[src/rtl/core/jsu_pkg.sv]
// Shared types, constants and helpers for the JSON string unescaper.
// No dependencies.
`default_nettype none
package jsu_pkg;

	localparam int QDEPTH_DEF = 4;

	localparam logic [7:0] CH_QUOTE = 8'h22;
	localparam logic [7:0] CH_BSL   = 8'h5C;
	localparam logic [7:0] CH_SPACE = 8'h20;
	localparam logic [7:0] CH_QMARK = 8'h3F;
	localparam logic [7:0] CH_N     = 8'h6E;
	localparam logic [7:0] CH_T     = 8'h74;
	localparam logic [7:0] CH_R     = 8'h72;
	localparam logic [7:0] CH_B     = 8'h62;
	localparam logic [7:0] CH_F     = 8'h66;
	localparam logic [7:0] CH_U     = 8'h75;

	localparam logic [15:0] SURR_LO  = 16'hD800;
	localparam logic [15:0] SURR_HI  = 16'hDFFF;
	localparam logic [15:0] LIM_1B   = 16'h0080;
	localparam logic [15:0] LIM_2B   = 16'h0800;
	localparam logic [7:0]  LEAD_2B  = 8'hC0;
	localparam logic [7:0]  LEAD_3B  = 8'hE0;
	localparam logic [7:0]  CONT_B   = 8'h80;

	typedef enum logic [1:0] {
		ST_NONE   = 2'd0,
		ST_CLOSED = 2'd1,
		ST_CUT    = 2'd2
	} end_status_t;

	typedef enum logic [1:0] {
		MODE_IDLE = 2'd0,
		MODE_STR  = 2'd1,
		MODE_ESC  = 2'd2,
		MODE_HEX  = 2'd3
	} mode_t;

	// one decoded step: up to three bytes and a string end status
	typedef struct packed {
		logic [2:0][7:0] bytes;
		logic [1:0]      cnt;
		end_status_t     status;
	} cmd_t;

	typedef struct packed {
		logic full;
		logic empty;
	} q_stat_t;

	typedef struct packed {
		logic       is_hex;
		logic [3:0] val;
	} hex_t;

	function automatic hex_t hex_digit(input logic [7:0] c);
		hex_t h;
		h.is_hex = 1'b1;
		h.val    = 4'd0;
		if (c >= 8'h30 && c <= 8'h39)
			h.val = c[3:0];
		else if ((c >= 8'h61 && c <= 8'h66) || (c >= 8'h41 && c <= 8'h46))
			h.val = c[3:0] + 4'd9;
		else
			h.is_hex = 1'b0;
		return h;
	endfunction

endpackage
`default_nettype wire

[src/rtl/core/jsu_in_if.sv]
// Input word channel: raw text byte and end-of-text flag.
// No dependencies.
`default_nettype none
interface jsu_in_if;
	logic       valid;
	logic       ready;
	logic [7:0] in_byte;
	logic       end_of_text;

	modport source (output valid, in_byte, end_of_text, input ready);
	modport sink (input valid, in_byte, end_of_text, output ready);
endinterface
`default_nettype wire

[src/rtl/core/jsu_out_if.sv]
// Output word channel: decoded byte with status and last marker.
// No dependencies.
`default_nettype none
interface jsu_out_if;
	logic       valid;
	logic       ready;
	logic [7:0] out_byte;
	logic       byte_valid;
	logic [1:0] end_status;
	logic       last;

	modport source (output valid, out_byte, byte_valid, end_status, last, input ready);
	modport sink (input valid, out_byte, byte_valid, end_status, last, output ready);
endinterface
`default_nettype wire

[src/rtl/core/json_string_unescape.sv]
// Streaming JSON string unescaper, top level: front end, command queue, back end.
// Depends on jsu_pkg, jsu_in_if, jsu_out_if, jsu_front, jsu_queue, jsu_back.
//
// One text byte is taken per cycle while the command queue has room; each byte
// turns into zero to three result words, and the back end hands out one result
// word per cycle from the queue head while tx is ready. A \u escape's fourth
// character yields up to three words; the QDEPTH-entry queue lets the front run
// ahead over the bytes that produce nothing, so with tx ready the sustained rate
// is one byte per cycle on ordinary text; results are registered in the queue.
`default_nettype none
module json_string_unescape #(
	parameter int QDEPTH = jsu_pkg::QDEPTH_DEF
) (
	input  wire       clk,
	input  wire       arst_n,
	jsu_in_if.sink    rx,
	jsu_out_if.source tx
);
	jsu_pkg::cmd_t    cmd, head;
	jsu_pkg::q_stat_t qstat;
	logic             push, pop;

	jsu_front u_front (
		.clk    (clk),
		.arst_n (arst_n),
		.rx     (rx),
		.qstat  (qstat),
		.push   (push),
		.cmd    (cmd)
	);

	jsu_queue #(.DEPTH(QDEPTH)) u_queue (
		.clk    (clk),
		.arst_n (arst_n),
		.push   (push),
		.wdata  (cmd),
		.pop    (pop),
		.head   (head),
		.stat   (qstat)
	);

	jsu_back u_back (
		.clk    (clk),
		.arst_n (arst_n),
		.head   (head),
		.qstat  (qstat),
		.pop    (pop),
		.tx     (tx)
	);

	a_status_word_last: assert property (@(posedge clk) disable iff (!arst_n)
		tx.valid && !tx.byte_valid |-> tx.last && tx.end_status != jsu_pkg::ST_NONE)
		else $error("status-only word not marked last");

	a_empty_no_valid: assert property (@(posedge clk) disable iff (!arst_n)
		qstat.empty |-> !tx.valid)
		else $error("output valid with empty queue");

	a_pop_clears_full: assert property (@(posedge clk) disable iff (!arst_n)
		qstat.full && pop && !push |=> !qstat.full)
		else $error("queue still full after pop");
endmodule
`default_nettype wire

[src/rtl/core/jsu_front.sv]
// Front end: takes text bytes, tracks string/escape state, builds commands.
// Depends on jsu_pkg, jsu_in_if.
`default_nettype none
module jsu_front (
	input  wire              clk,
	input  wire              arst_n,
	jsu_in_if.sink           rx,
	input  jsu_pkg::q_stat_t qstat,
	output logic             push,
	output jsu_pkg::cmd_t    cmd
);
	jsu_pkg::mode_t mode_q, mode_d;
	logic [1:0]     hex_count_q, hex_count_d;
	logic [15:0]    hex_value_q, hex_value_d;
	logic           hex_stopped_q, hex_stopped_d;

	logic [7:0]     c;
	logic           acc;
	logic           ignored;
	logic           closing;
	jsu_pkg::hex_t  hd;
	logic [15:0]    hex_upd;
	logic           stop_upd;
	logic [15:0]    cp;

	assign c       = rx.in_byte;
	assign rx.ready = !qstat.full;
	assign acc     = rx.valid && rx.ready;
	assign hd      = jsu_pkg::hex_digit(c);
	assign ignored = (mode_q == jsu_pkg::MODE_IDLE) && (c != jsu_pkg::CH_QUOTE);
	assign closing = (mode_q == jsu_pkg::MODE_STR) && (c == jsu_pkg::CH_QUOTE);

	always_comb begin
		hex_upd  = hex_value_q;
		stop_upd = hex_stopped_q;
		if (!hd.is_hex)
			stop_upd = 1'b1;
		else if (!hex_stopped_q)
			hex_upd = {hex_value_q[11:0], hd.val};
	end

	// next state
	always_comb begin
		mode_d        = mode_q;
		hex_count_d   = hex_count_q;
		hex_value_d   = hex_value_q;
		hex_stopped_d = hex_stopped_q;
		case (mode_q)
			jsu_pkg::MODE_IDLE: begin
				if (c == jsu_pkg::CH_QUOTE)
					mode_d = jsu_pkg::MODE_STR;
			end
			jsu_pkg::MODE_STR: begin
				if (c == jsu_pkg::CH_QUOTE)
					mode_d = jsu_pkg::MODE_IDLE;
				else if (c == jsu_pkg::CH_BSL)
					mode_d = jsu_pkg::MODE_ESC;
			end
			jsu_pkg::MODE_ESC: begin
				mode_d = jsu_pkg::MODE_STR;
				if (c == jsu_pkg::CH_U) begin
					mode_d        = jsu_pkg::MODE_HEX;
					hex_count_d   = 2'd0;
					hex_value_d   = 16'd0;
					hex_stopped_d = 1'b0;
				end
			end
			jsu_pkg::MODE_HEX: begin
				if (hex_count_q == 2'd3) begin
					mode_d        = jsu_pkg::MODE_STR;
					hex_count_d   = 2'd0;
					hex_value_d   = 16'd0;
					hex_stopped_d = 1'b0;
				end else begin
					hex_count_d   = hex_count_q + 2'd1;
					hex_value_d   = hex_upd;
					hex_stopped_d = stop_upd;
				end
			end
			default: mode_d = jsu_pkg::MODE_IDLE;
		endcase
		if (!ignored && !closing && rx.end_of_text) begin
			mode_d        = jsu_pkg::MODE_IDLE;
			hex_count_d   = 2'd0;
			hex_value_d   = 16'd0;
			hex_stopped_d = 1'b0;
		end
	end

	// outputs
	always_comb begin
		cp = hex_upd;
		if (cp >= jsu_pkg::SURR_LO && cp <= jsu_pkg::SURR_HI)
			cp = {8'd0, jsu_pkg::CH_QMARK};
		cmd.bytes  = '0;
		cmd.cnt    = 2'd0;
		cmd.status = jsu_pkg::ST_NONE;
		case (mode_q)
			jsu_pkg::MODE_STR: begin
				if (c != jsu_pkg::CH_QUOTE && c != jsu_pkg::CH_BSL) begin
					cmd.bytes[0] = c;
					cmd.cnt      = 2'd1;
				end
			end
			jsu_pkg::MODE_ESC: begin
				if (c == jsu_pkg::CH_N || c == jsu_pkg::CH_T) begin
					cmd.bytes[0] = jsu_pkg::CH_SPACE;
					cmd.cnt      = 2'd1;
				end else if (c != jsu_pkg::CH_R && c != jsu_pkg::CH_B &&
					     c != jsu_pkg::CH_F && c != jsu_pkg::CH_U) begin
					cmd.bytes[0] = c;
					cmd.cnt      = 2'd1;
				end
			end
			jsu_pkg::MODE_HEX: begin
				if (hex_count_q == 2'd3) begin
					if (cp < jsu_pkg::LIM_1B) begin
						cmd.bytes[0] = cp[7:0];
						cmd.cnt      = 2'd1;
					end else if (cp < jsu_pkg::LIM_2B) begin
						cmd.bytes[0] = jsu_pkg::LEAD_2B | {3'd0, cp[10:6]};
						cmd.bytes[1] = jsu_pkg::CONT_B | {2'd0, cp[5:0]};
						cmd.cnt      = 2'd2;
					end else begin
						cmd.bytes[0] = jsu_pkg::LEAD_3B | {4'd0, cp[15:12]};
						cmd.bytes[1] = jsu_pkg::CONT_B | {2'd0, cp[11:6]};
						cmd.bytes[2] = jsu_pkg::CONT_B | {2'd0, cp[5:0]};
						cmd.cnt      = 2'd3;
					end
				end
			end
			default: cmd.cnt = 2'd0;
		endcase
		if (closing)
			cmd.status = jsu_pkg::ST_CLOSED;
		else if (!ignored && rx.end_of_text)
			cmd.status = jsu_pkg::ST_CUT;
		push = acc && (cmd.cnt != 2'd0 || cmd.status != jsu_pkg::ST_NONE);
	end

	always_ff @(posedge clk or negedge arst_n) begin
		if (!arst_n) begin
			mode_q        <= jsu_pkg::MODE_IDLE;
			hex_count_q   <= 2'd0;
			hex_value_q   <= 16'd0;
			hex_stopped_q <= 1'b0;
		end else if (acc) begin
			mode_q        <= mode_d;
			hex_count_q   <= hex_count_d;
			hex_value_q   <= hex_value_d;
			hex_stopped_q <= hex_stopped_d;
		end
	end
endmodule
`default_nettype wire

[src/rtl/core/jsu_queue.sv]
// Command queue between front and back end, register based.
// Depends on jsu_pkg.
`default_nettype none
module jsu_queue #(
	parameter int DEPTH = jsu_pkg::QDEPTH_DEF
) (
	input  wire              clk,
	input  wire              arst_n,
	input  wire              push,
	input  jsu_pkg::cmd_t    wdata,
	input  wire              pop,
	output jsu_pkg::cmd_t    head,
	output jsu_pkg::q_stat_t stat
);
	localparam int PW = (DEPTH > 1) ? $clog2(DEPTH) : 1;
	localparam int CW = $clog2(DEPTH + 1);

	jsu_pkg::cmd_t mem_q [DEPTH];
	logic [PW-1:0] wr_ptr_q, rd_ptr_q;
	logic [CW-1:0] count_q;
	logic          do_push, do_pop;

	assign stat.full  = (count_q == CW'(DEPTH));
	assign stat.empty = (count_q == '0);
	assign do_push    = push && !stat.full;
	assign do_pop     = pop && !stat.empty;
	assign head       = mem_q[rd_ptr_q];

	function automatic logic [PW-1:0] wrap_inc(input logic [PW-1:0] p);
		return (p == PW'(DEPTH - 1)) ? '0 : p + PW'(1);
	endfunction

	always_ff @(posedge clk) begin
		if (do_push)
			mem_q[wr_ptr_q] <= wdata;
	end

	always_ff @(posedge clk or negedge arst_n) begin
		if (!arst_n) begin
			wr_ptr_q <= '0;
			rd_ptr_q <= '0;
			count_q  <= '0;
		end else begin
			if (do_push)
				wr_ptr_q <= wrap_inc(wr_ptr_q);
			if (do_pop)
				rd_ptr_q <= wrap_inc(rd_ptr_q);
			if (do_push && !do_pop)
				count_q <= count_q + CW'(1);
			else if (do_pop && !do_push)
				count_q <= count_q - CW'(1);
		end
	end
endmodule
`default_nettype wire

[src/rtl/core/jsu_back.sv]
// Back end: expands the head command into result words, one per cycle while tx is ready.
// Depends on jsu_pkg, jsu_out_if.
`default_nettype none
module jsu_back (
	input  wire              clk,
	input  wire              arst_n,
	input  jsu_pkg::cmd_t    head,
	input  jsu_pkg::q_stat_t qstat,
	output logic             pop,
	jsu_out_if.source        tx
);
	logic [1:0] idx_q;
	logic [1:0] last_idx;
	logic       is_last;
	logic       fire;

	assign last_idx = (head.cnt == 2'd0) ? 2'd0 : head.cnt - 2'd1;
	assign is_last  = (idx_q == last_idx);
	assign fire     = tx.valid && tx.ready;
	assign pop      = fire && is_last;

	assign tx.valid      = !qstat.empty;
	assign tx.byte_valid = (head.cnt != 2'd0);
	assign tx.out_byte   = (head.cnt != 2'd0) ? head.bytes[idx_q] : 8'd0;
	assign tx.last       = is_last;
	assign tx.end_status = is_last ? head.status : jsu_pkg::ST_NONE;

	always_ff @(posedge clk or negedge arst_n) begin
		if (!arst_n)
			idx_q <= 2'd0;
		else if (fire)
			idx_q <= is_last ? 2'd0 : idx_q + 2'd1;
	end
endmodule
`default_nettype wire

[src/flat_wrapper.sv]
// flat-port wrapper written by rule: the top's interface ports become plain ports
module json_string_unescape_flat 
#(
	parameter int QDEPTH = jsu_pkg::QDEPTH_DEF
)
  (clk, arst_n, rx_valid, rx_in_byte, rx_end_of_text, rx_ready, tx_valid, tx_out_byte, tx_byte_valid, tx_end_status, tx_last, tx_ready);
  jsu_in_if rx_i ();
  jsu_out_if tx_i ();
  input  wire clk;
  input  wire arst_n;
  input wire logic [$bits(rx_i.valid)-1:0] rx_valid;
  input wire logic [$bits(rx_i.in_byte)-1:0] rx_in_byte;
  input wire logic [$bits(rx_i.end_of_text)-1:0] rx_end_of_text;
  output wire logic [$bits(rx_i.ready)-1:0] rx_ready;
  output wire logic [$bits(tx_i.valid)-1:0] tx_valid;
  output wire logic [$bits(tx_i.out_byte)-1:0] tx_out_byte;
  output wire logic [$bits(tx_i.byte_valid)-1:0] tx_byte_valid;
  output wire logic [$bits(tx_i.end_status)-1:0] tx_end_status;
  output wire logic [$bits(tx_i.last)-1:0] tx_last;
  input wire logic [$bits(tx_i.ready)-1:0] tx_ready;
  assign rx_i.valid = rx_valid;
  assign rx_i.in_byte = rx_in_byte;
  assign rx_i.end_of_text = rx_end_of_text;
  assign rx_ready = rx_i.ready;
  assign tx_valid = tx_i.valid;
  assign tx_out_byte = tx_i.out_byte;
  assign tx_byte_valid = tx_i.byte_valid;
  assign tx_end_status = tx_i.end_status;
  assign tx_last = tx_i.last;
  assign tx_i.ready = tx_ready;
  json_string_unescape #(.QDEPTH(QDEPTH)) u_core (.clk(clk), .arst_n(arst_n), .rx(rx_i), .tx(tx_i));
endmodule
[config.mk]
export PLATFORM = sky130hd
export DESIGN_NAME = json_string_unescape_flat
export DESIGN_NICKNAME = d
export VERILOG_FILES = /design/src/rtl/core/jsu_pkg.sv /design/src/rtl/core/jsu_in_if.sv /design/src/rtl/core/jsu_out_if.sv /design/src/rtl/core/json_string_unescape.sv /design/src/rtl/core/jsu_front.sv /design/src/rtl/core/jsu_queue.sv /design/src/rtl/core/jsu_back.sv /design/src/flat_wrapper.sv
export SDC_FILE = /design/constraint.sdc
export NUM_CORES = 1
export LEC_CHECK = 0
export BUFFER_PORTS_ARGS = -buffer_cell sky130_fd_sc_hd__buf_4
export CELL_PAD_IN_SITES_DETAIL_PLACEMENT = 1
export CELL_PAD_IN_SITES_GLOBAL_PLACEMENT = 2
export CORE_AREA = 3 3 130 132
export DETAILED_ROUTE_END_ITERATION = 8
export DIE_AREA = 0 0 133 135
export PLACE_DENSITY_LB_ADDON = 0.1
export SLEW_MARGIN = 20
export SYNTH_ARGS = -nofsm -noshare
export SYNTH_HDL_FRONTEND = slang
export SYNTH_HIERARCHICAL = 1
export SYNTH_SLANG_ARGS = --single-unit
[constraint.sdc]
create_clock -name clk -period 3.7 [get_ports clk]
set_input_delay 0.37 -clock clk [delete_from_list [all_inputs] [get_ports clk]]
set_output_delay 0.37 -clock clk [all_outputs]
set_load 0.01 [all_outputs]
==> impl_results.md, run 1 <==
* Peak supply drop at 0.3310 mV
* Root Driver: clkbuf_16
* Post-synth top cells: edfxtp_1, nand2_1, dfrtp_1
* Post-synthesis cell type count at 82
* H-Tree Depth at 4
* CP required at 4000 ps
* Vias in the first global route at 4887
* Starting density of the core at 44.83%
* Clk Latency, worst-skew pair at 410 ps
* Wire per inst at 22.01 um
* Status: complete, no violations
* Total GRT Usage at 20.40%
* Crit-path max FO at 10
* Crit path kind: flop to flop
* TritonCTS Sinks at 142
* Least-Margin Pin Slew at 878.8 ps
* EDFF count, synth at 112
* Worst setup EP type: flop
* # fillers at 1600
* Row count at 46
* Ant. Diodes at 0
* Final Critical Period at 3171 ps
* First-pass DRT Iterations at 4
* Setup violators final at 0
* Ys Warns at 6
* Post-DP HPWL at 12020 um
* Core box area at 15830 um2
* Initial antenna violation count at 0
* Share of layout cells above drive strength 1 at 23.52%
* Routed wire length at 17380 um
* Sequential area share after synthesis at 57.98%
* Maximum clock frequency at 315.3 MHz
* Residual DRC count at 0
* Post-CTS sizing at 0
* Final hold violation count at 0
* Setup TNS at 0 ps
* Fin nets at 591
* Slew Limit Fails at 0
* Cell with the most instances after synthesis: edfxtp_1
* Power density cells at 703.2 nW/um2
* CTS Buf Count at 17
* Die area at 17960 um2
* Drt via density at 5.776
* First-pass GRT wire length at 28030 um
* Clock Skew at 9.447 ps
* DRT antenna net count at 0
* Synth async-reset ratio at 21.13%
* Top Ports at 27
* Clk pin slew, worst setup/hold paths at 60 ps
* CP startpoint kind: flop
* RSZ-0062 raised after global routing: no
* CTS tree: done
* Cell Area, Synth at 7096 um2
* Critical path data arrival time at 3470 ps
* Buffers on Ports at 26
* Largest net degree at the start of global routing at 31
* Rel. slew slack at 41.20%
* Grt total ovfl at 0
* Routed vias at 4563
* Number of DRC markers in iteration 0 at 253
* Number of synthesized register bits at 142
* Avg Synthesized Cell Area at 13.62 um2
* Number of max-cap violations at 0
* Bufs on Longest Clock Path at 2
* Layout area overhead at 15.68%
* Worst Hold Class: primary input to flop
* Largest area contributor in the netlist: edfxtp_1
* Synth area leaders: edfxtp_1, dfrtp_1, mux4_2
* Die W at 133 um
* Tcrit/Tclk final at 85.72%
* Die Ht at 135 um
* Syn Inst Count at 521
* Top cell type's share of synthesized area at 47.40%
* Synth Flop Type: edfxtp_1
* Overall Power at 5.772 mW
* Static Leakage at 3.104 nW
* GPL Wtd Cong at 0.8648
stage by stage:
| step | utilization, % | hold WS, ps | instances | setup WS (ps) | cell area [um2] |
|---|---|---|---|---|---|
| 2_1_floorplan | - | 74.41 | 522 | 173.8 | 7099 |
| 3_3_place_gp | 48.17 | 346.2 | 757 | 391.3 | 7624 |
| 3_5_place_dp | 48.17 | 342.5 | 757 | 268.1 | 7624 |
| 4_1_cts | 51.86 | 363.5 | 790 | 534.4 | 8208 |
| 5_1_grt | 51.86 | 389.5 | 790 | 290.8 | 8208 |
| 6_report | 51.86 | 371.6 | 790 | 528.5 | 8208 |
worst paths after layout:
| kind | startpoint | slack (ps) | cells after the start | end |
|---|---|---|---|---|
| min | rx_end_of_text | 370 | 3 | u_core/u_front/mode_q[0] |
| min in group asynchronous | arst_n | 430 | 2 | u_core/u_queue/wr_ptr_q[0] |
| max | u_core/u_front/hex_value_q[11] | 530 | 10 | u_core/u_queue/count_q[1] |
| max in group asynchronous | arst_n | 2920 | 2 | u_core/u_queue/rd_ptr_q[0] |
| min reg2reg | u_core/u_front/hex_count_q[1] | 520 | 2 | u_core/u_front/hex_count_q[1] |
| max reg2reg | u_core/u_front/hex_value_q[11] | 530 | 10 | u_core/u_queue/count_q[1] |
worst max-delay path: stages (launching register included):
cell and delay [ps]:
dfrtp_1 480, or4_1 560, a21oi_1 360, nand2_1 110, o211ai_1 280, a31oi_1 120
nor2b_1 170, ha_1 230, inv_1 70, fa_1 410, mux2_2 270
registers in the layout, indices dropped and copies added, names as in the netlist:
name                          flops
u_core/u_back/idx_q               2
u_core/u_queue/rd_ptr_q           2
u_core/u_front/hex_stopped_q      1
u_core/u_queue/mem_q            112
u_core/u_queue/count_q            3
u_core/u_queue/wr_ptr_q           2
u_core/u_front/hex_count_q        2
u_core/u_front/mode_q             2
u_core/u_front/hex_value_q       16
layout make-up:
cell class | instances | area, um2 | share of cell area, %
flip-flops and latches | 142 | 4115 | 50.14
multi-input cells | 330 | 2749 | 33.49
clock buffers | 19 | 432.9 | 5.274
repair buffers | 49 | 420.4 | 5.122
well taps | 216 | 270.3 | 3.293
clock inverters | 13 | 141.4 | 1.723
inverters | 21 | 78.83 | 0.9604
cell families (layout without fill, tap and decap cells):
logic type	count (synthesis)	count (layout)	synth area share, %
simple gates	150	150	12.22
compound gates	108	108	10.72
fa+ha+maj	17	17	3.103
flops	142	142	57.98
mux	50	50	12.22
other cells	1	2	0.05285
xor+xnor	3	3	0.3704
buf+inv	50	102	3.333
routing by layer:
metal  part of all wire [%]  GRT usage, %  wire, um
met5                      0             0         0
met1                     45         26.74      7812
met3                    2.7         3.502       469
met4                    1.6         7.102       285
met2                     51         34.54      8817
report_power, final:
part           internal (mW)  leakage (nW)  switching (mW)
combinational          0.908          1.38            1.05
clock                  0.995         0.274           0.657
sequential              2.01          1.45           0.149
placed cells by master, fill, tap and decap left out, types with 8 or more instances in the layout:
cell / instances
nor2_1: 17
buf_4: 44
a22o_1: 11
mux2i_1: 15
and3_1: 8
nor3_1: 9
nand2_1: 36
a21oi_1: 27
edfxtp_1: 112
ha_1: 16
dfrtp_1: 29
inv_1: 21
clkbuf_16: 17
o21ai_0: 14
mux4_2: 28
nand3_1: 8
and2_1: 8
what timing repair did:
action | CTS | global route
hold buffers | 1 | 0
endpoints found under the hold margin | 30 | 0
buffers inserted | 0 | 0
endpoints found under the setup margin | 0 | 0
No activity file was read; power rests on OpenSTA's default activity.
==> inputs of run 2 (changes only) <==
--- a/config.mk
+++ b/config.mk
@@ -6,4 +6,5 @@
 export NUM_CORES = 1
 export LEC_CHECK = 0
+export ABC_CLOCK_PERIOD_IN_PS = 3700
 export BUFFER_PORTS_ARGS = -buffer_cell sky130_fd_sc_hd__buf_4
 export CELL_PAD_IN_SITES_DETAIL_PLACEMENT = 1
@@ -13,4 +14,5 @@
 export DIE_AREA = 0 0 133 135
 export PLACE_DENSITY_LB_ADDON = 0.1
+export RECOVER_POWER = 25
 export SLEW_MARGIN = 20
 export SYNTH_ARGS = -nofsm -noshare
==> constraint.sdc (replaced) <==
create_clock -name clk -period 3.7 [get_ports clk]
set_input_delay 0.555 -clock clk [delete_from_list [all_inputs] [get_ports clk]]
set_output_delay 0.555 -clock clk [all_outputs]
set_load 0.01 [all_outputs]
==> run 2 against run 1 <==
Effect of this change: the run now ends with capacitance limit, slew limit left; via count is essentially flat; combinational power fell by 2%; worst hold slack better by 140 ps; cell count increased by 0.25%; flip-flop and latch count did not move; clock skew grew 10 ps; utilization is 0.12 points lower.
==> impl_results.md, run 2 (synthesis gave the netlist of run 1 again) <==
* Initial antenna violation count at 0 (unchanged)
* Number of max-cap violations at 1 (+1)
* Die W at 133 um (unchanged)
* Setup ws final at 376.4 ps (-152.2 ps)
* Largest Register: u_core/u_queue/mem_q
* CTS Buf Count at 17 (unchanged)
* CP startpoint kind: primary input
* Slew Limit Fails at 31 (+31)
* Rel. slew slack at -21.10% (-62 points)
* Routed vias at 4564 (+0.022%)
* Starting density of the core at 44.83% (unchanged)
* Post-CTS setup buffers at 0 (unchanged)
* Peak supply drop at 0.3376 mV (+2.0%)
* Min Hold Slack at 515.4 ps (+143.8 ps)
* Post-CTS sizing at 0 (unchanged)
* Layout area overhead at 15.41%
* # fillers at 1585 (-0.94%)
* Power density cells at 705.8 nW/um2 (+0.38%)
* Status: finished with violations
* Grt total ovfl at 0 (unchanged)
* Worst Reg-to-Reg Cells at 11 (+1)
* Fin nets at 593 (+0.34%)
* Routed wire length at 17620 um (+1.4%)
* Placed cells at 760 (+0.40%)
* DRT antenna net count at 0 (unchanged)
* Crit path kind: primary input to flop
* Multi-input gate area at 2736 um2 (-0.46%)
* H-Tree Depth at 4 (unchanged)
* Failing checks: capacitance limit, slew limit
* Clock Skew at 19.91 ps (+10.47 ps)
* Setup violators final at 0 (unchanged)
* Die Ht at 135 um (unchanged)
* TritonCTS Sinks at 142 (unchanged)
* Slowest stage cell, crit path: or4_2
* Final hold violation count at 0 (unchanged)
* Worst path max stage delay at 590 ps (+30 ps)
* Residual DRC count at 0 (unchanged)
* Wire per inst at 22.25 um (+1.1%)
* Tcrit/Tclk final at 89.83% (+4.1 points)
* CP required at 3970 ps (-30 ps)
* Bufs on Longest Clock Path at 2 (unchanged)
* Worst-path cell chain: buf_4 -> or4b_4 -> or4_2 -> buf_4 -> nand3_2 -> nand2_1 -> or3_1 -> a311oi_1 -> buf_4
* Overall Power at 5.780 mW (+0.15%)
* Buffers on Ports at 26 (unchanged)
* Critical path data arrival time at 3600 ps (+130 ps)
* Share of layout cells above drive strength 1 at 22.22% (-1.3 points)
* RSZ-0062 raised after global routing: no
* Final Critical Period at 3324 ps (+152.2 ps)
* Register area at 4115 um2 (unchanged)
* Commonest non-fill, non-tap cell in the layout: edfxtp_1
* Reg2Reg Setup Slack at 470 ps (-60 ps)
* Maximum clock frequency at 300.9 MHz (-4.6%)
* First-pass GRT wire length at 28090 um (+0.22%)
* Core box area at 15830 um2 (unchanged)
* Fin util at 51.74% (-0.12 points)
* Worst Hold Class: flop to flop
* Top Registers: u_core/u_queue/mem_q: 112 flops, u_core/u_front/hex_value_q: 16 flops, u_core/u_queue/count_q: 3 flops
* CTS tree: done
* Max reg flops at 112 (unchanged)
* Worst setup EP type: flop
* Total GRT Usage at 20.58% (+0.18 points)
* Number of DRC markers in iteration 0 at 213 (-16%)
* Commonest non-fill, non-tap cells in the layout: edfxtp_1, buf_4, nand2_1, dfrtp_1, mux4_2
* Most frequent CP cell: buf_4
* Top Ports at 27 (unchanged)
* Ant. Diodes at 0 (unchanged)
* Hold-fix buffers, CTS at 0 (-1)
* Drt via density at 5.763 (-0.23%)
* Largest net degree at the start of global routing at 31 (unchanged)
* Final std cells w/o fill at 792 (+0.25%)
* Crit-path max FO at 11 (+1)
* Root Driver: clkbuf_16
* GPL Wtd Cong at 0.8629 (-0.22%)
* Clk pin slew, worst setup/hold paths at 60 ps (about the same)
* Pre-CTS WS at 203.9 ps (-64.20 ps)
* First-pass DRT Iterations at 4 (unchanged)
* WHS Path Cells at 1 (-2)
* Clk Latency, worst-skew pair at 420 ps (about the same)
* Row count at 46 (unchanged)
* Post-DP HPWL at 12150 um (+1.1%)
* Static Leakage at 3.089 nW (-0.47%)
* Die area at 17960 um2 (unchanged)
* Vias in the first global route at 4934 (+0.96%)
* Least-Margin Pin Slew at 1816 ps (+937.6 ps)
[run 2: cell types whose count changed in the layout (fill, tap and decap cells not counted), sizes merged]
cell,delta
clkinv,-1
buf,-3
clkbuf,+8
inv,-2
clkinvlp,+1
dlygate4sd3,-1
[run 2: stage by stage]
stage	setup TNS, ps	cell area (um2)
4_1_cts	0	8224
5_1_grt	0	8189
2_1_floorplan	-11.19	7099
3_3_place_gp	0	7646
6_report	0	8189
3_5_place_dp	0	7646
[run 2: worst paths after layout]
path / startpoint / to
hold / removal: u_core/u_front/hex_count_q[0] / u_core/u_front/hex_count_q[0]
setup reg to reg: u_core/u_queue/rd_ptr_q[0] / u_core/u_queue/count_q[2]
min in group asynchronous: arst_n / u_core/u_queue/wr_ptr_q[0]
setup / recovery: rx_in_byte[4] / u_core/u_queue/mem_q[2][4]
hold reg to reg: u_core/u_front/hex_count_q[0] / u_core/u_front/hex_count_q[0]
max in group asynchronous: arst_n / u_core/u_queue/rd_ptr_q[0]
[run 2: area by class of cell]
class / count / area share (%)
clock buffer: 21 / 5.623
clock inverter: 11 / 1.436
inverter: 21 / 0.9626
multi-input combinational: 330 / 33.41
sequential: 142 / 50.25
tap: 216 / 3.300
timing repair buffer: 51 / 5.011
[run 2: layer usage]
| metal | GRT usage, % | part of all wire, % | vias up | wire, um |
|---|---|---|---|---|
| met5 | 0 | 0 | - | 0 |
| met4 | 6.178 | 0.70 | 0 | 124 |
| met3 | 4.061 | 2.5 | 6 | 443 |
| met2 | 34.73 | 52 | 64 | 9102 |
| met1 | 27.17 | 45 | 2385 | 7949 |
| li1 | - | - | 2109 | - |
[run 2: critical path, delay by kind of cell]
kind	cells	cell delay (ps)
AND/OR/NAND/NOR	5	2000
buffers and inverters	3	570
AO/OA/AOI/OAI	1	460
[run 2: power breakdown]
part | switching [mW] | total, mW | internal [mW]
combinational | 1.02 | 1.92 | 0.900
clock | 0.634 | 1.66 | 1.02
sequential | 0.188 | 2.20 | 2.01
total | 1.85 | 5.78 | 3.93
==> inputs of run 3 (changes only) <==
Settings changed: CELL_PAD_IN_SITES_DETAIL_PLACEMENT 1 to not set, CELL_PAD_IN_SITES_GLOBAL_PLACEMENT 2 to not set, CORE_AREA 3 3 130 132 to 2 2 110 112, DIE_AREA 0 0 133 135 to 0 0 112 114, PLACE_DENSITY set to 0.79, PLACE_DENSITY_LB_ADDON 0.1 to not set.
==> run 3 against run 2 <==
Effect of this change: the flow still finishes with violations (capacitance limit, slew limit); flip-flop and latch count unchanged; power decreased by 4.5%; routed wire length decreased by 12%; cell count decreased by 9.2%; count of clock-buffer cells in the layout decreased by 2; first-iteration DRC count increased by 84%; sequential power about the same; clock skew decreased by 5.8 ps; register-to-register slack got worse by 110 ps; critical path depth increased by 2; clock power decreased by 13%; critical endpoint is now u_core/u_queue/count_q[2]; largest cell class unchanged; highest routed layer unchanged.
==> impl_results.md, run 3 (synthesis gave the netlist of run 1 again) <==
* Buffers on Ports at 26 (unchanged)
* Share of power burned in the clock network at 26.3% (-2.4 points)
* Bufs on Longest Clock Path at 2 (unchanged)
* Slowest stage cell, crit path: mux4_2
* WHS Path Cells at 2 (+1)
* First-pass DRT Iterations at 5 (+1)
* Reg2Reg Setup Slack at 360 ps (-110 ps)
* Root Driver: clkbuf_16
* Critical path data arrival time at 3680 ps (+80 ps)
* Core box area at 11710 um2 (-26%)
* CTS Buf Count at 17 (unchanged)
* Maximum clock frequency at 299.6 MHz (-0.42%)
* Die W at 112 um (-16%)
* Worst Hold Class: flop to flop
* Slew Limit Fails at 31 (unchanged)
* Fin util at 68.28% (+17 points)
* Clk pin slew, worst setup/hold paths at 60 ps (about the same)
* Static Leakage at 3.042 nW (-1.5%)
* Critical path buffers and inverters at 1 (-2)
* Routed wire length at 15520 um (-12%)
* Seq pwr share at 40.0% (+1.9 points)
* First-pass GRT wire length at 24510 um (-13%)
* Row count at 40 (-13%)
* GPL Wtd Cong at 0.9370 (+8.6%)
* Die Ht at 114 um (-16%)
* Post-CTS sizing at 0 (unchanged)
* Failing checks: capacitance limit, slew limit
* Top Ports at 27 (unchanged)
* Reg2reg end: u_core/u_queue/count_q[2]
* Commonest non-fill, non-tap cells in the layout: edfxtp_1, buf_4, nand2_1, dfrtp_1, mux4_2
* CP required at 4040 ps (+70 ps)
* Commonest non-fill, non-tap cell in the layout: edfxtp_1
* Largest Register: u_core/u_queue/mem_q
* Clock Skew at 14.13 ps (-5.786 ps)
* Ant. Diodes at 0 (unchanged)
* Final Critical Period at 3338 ps (+14.17 ps)
* Total GRT Usage at 25.63% (+5.0 points)
* Power density cells at 690.3 nW/um2 (-2.2%)
* Worst-path cell chain: mux4_2 -> and4bb_2 -> a211oi_2 -> nor2_1 -> o31ai_1 -> ha_1 -> inv_1 -> fa_1 -> xor2_1 -> nor2_1 -> xor2_1
* Worst setup EP type: flop
* Rel. slew slack at -14.39% (+6.7 points)
* Starting density of the core at 60.59% (+16 points)
* Fin nets at 589 (-0.67%)
* Layout area overhead at 12.70%
* Sw Ratio at 32.37% (+0.42 points)
* Share of layout cells above drive strength 1 at 20.80% (-1.4 points)
* Top Registers: u_core/u_queue/mem_q: 112 flops, u_core/u_front/hex_value_q: 16 flops, u_core/u_queue/count_q: 3 flops
* Int Pwr at 3.733 mW (-5.1%)
* Clk Latency, worst-skew pair at 430 ps (about the same)
* Grt total ovfl at 0 (unchanged)
* Post-DP HPWL at 10450 um (-14%)
* H-Tree Depth at 4 (unchanged)
* Die area at 12770 um2 (-29%)
* Routed vias at 4603 (+0.85%)
* Worst Reg-to-Reg Cells at 11 (unchanged)
* Comb pwr share at 33.7% (+0.4 points)
* Family with the most delay on the worst path: adder cells
* Crit-path max FO at 9 (-2)
* Tcrit/Tclk final at 90.21% (+0.38 points)
* CP startpoint kind: flop
* R2r startpoint: u_core/u_queue/rd_ptr_q[0]
* Worst setup endpoint: u_core/u_queue/count_q[2]
* Pre-CTS WS at 94.16 ps (-109.8 ps)
* Least-Margin Pin Slew at 1716 ps (-100.6 ps)
* TritonCTS Sinks at 142 (unchanged)
* CTS tree: done
* Net Switching at 1.787 mW (-3.2%)
* RSZ-0062 raised after global routing: no
* Overall Power at 5.520 mW (-4.5%)
* Setup ws final at 362.2 ps (-14.17 ps)
* Final hold violation count at 0 (unchanged)
* Residual DRC count at 0 (unchanged)
* Post-CTS setup buffers at 0 (unchanged)
* Setup violators final at 0 (unchanged)
* Number of max-cap violations at 1 (unchanged)
* Worst Setup SP: u_core/u_queue/rd_ptr_q[0]
* Initial antenna violation count at 0 (unchanged)
* Crit path kind: flop to flop
* Hold-fix buffers, CTS at 0 (unchanged)
* Max reg flops at 112 (unchanged)
* Largest net degree at the start of global routing at 31 (unchanged)
* DRT antenna net count at 0 (unchanged)
* Drt via density at 6.402 (+11%)
* CP Depth at 11 (+2)
* Status: finished with violations
* Number of DRC markers in iteration 0 at 391 (+84%)
* Worst path max stage delay at 650 ps (+60 ps)
* Vias in the first global route at 4605 (-6.7%)
* Peak supply drop at 0.5190 mV (+54%)
* Wire per inst at 21.58 um (-3.0%)
## run 3: cell types whose count changed in the layout (fill, tap and decap cells not counted), moves of 2 or more
cell	delta
bufinv_16	-2
clkbuf_8	-2
clkinvlp_4	-2
clkinv_1	+3
clkinv_4	+2
buf_4	-5
## run 3: cell type report
type                    instances  area (um2)
flip-flops and latches        142        4115
fillers                       828        3715
multi-input cells             330        2733
clock buffers                  19       432.9
repair buffers                 47       376.6
well taps                     147       183.9
inverters                      21       78.83
clock inverters                13       76.32
## run 3: per-stage QoR
| stage | instances | hold WS, ps | instance area (um2) | setup TNS [ps] |
|---|---|---|---|---|
| 2_1_floorplan | 522 | 259.4 | 7099 | -11.19 |
| 3_3_place_gp | 687 | 477.5 | 7530 | 0 |
| 3_5_place_dp | 687 | 487.7 | 7530 | 0 |
| 4_1_cts | 719 | 68.13 | 8039 | 0 |
| 5_1_grt | 719 | 532.1 | 7996 | 0 |
| 6_report | 719 | 503.3 | 7996 | 0 |
## run 3: power groups by stage
stage | sequential (mW) | combinational [mW] | clock, mW
global route | 2.24 | 2.01 | 1.55
detailed placement | 2.25 | 1.87 | 0
finish | 2.21 | 1.86 | 1.45
CTS | 2.22 | 1.88 | 1.48
global placement | 2.22 | 1.82 | 0
floorplan | 2.14 | 1.34 | 0
## run 3: how the worst min path moves through the flow
stage / startpoint / end / slack, ps
floorplan: arst_n / u_core/u_back/idx_q[0] / 260
global placement: u_core/u_front/hex_count_q[1] / u_core/u_front/hex_count_q[1] / 480
detailed placement: u_core/u_front/hex_count_q[1] / u_core/u_front/hex_count_q[1] / 490
CTS: arst_n / u_core/u_front/hex_stopped_q / 70
global route: u_core/u_front/hex_count_q[0] / u_core/u_front/hex_count_q[0] / 530
finish: u_core/u_front/hex_count_q[1] / u_core/u_front/hex_count_q[1] / 500
## run 3: worst register-to-register path, cell delays in order (launching register included)
cell	delay [ps]
dfrtp_2	550
mux4_2	650
and4bb_2	280
a211oi_2	310
nor2_1	90
o31ai_1	170
ha_1	290
inv_1	60
fa_1	370
xor2_1	150
nor2_1	140
xor2_1	200
## run 3: layer usage
| layer | up-vias | share of wire, % | global-route usage (%) |
|---|---|---|---|
| met4 | 0 | 2.4 | 11.54 |
| met5 | - | 0 | 0 |
| met2 | 179 | 51 | 43.47 |
| li1 | 2105 | - | - |
| met1 | 2292 | 40 | 31.86 |
| met3 | 27 | 6.0 | 5.845 |
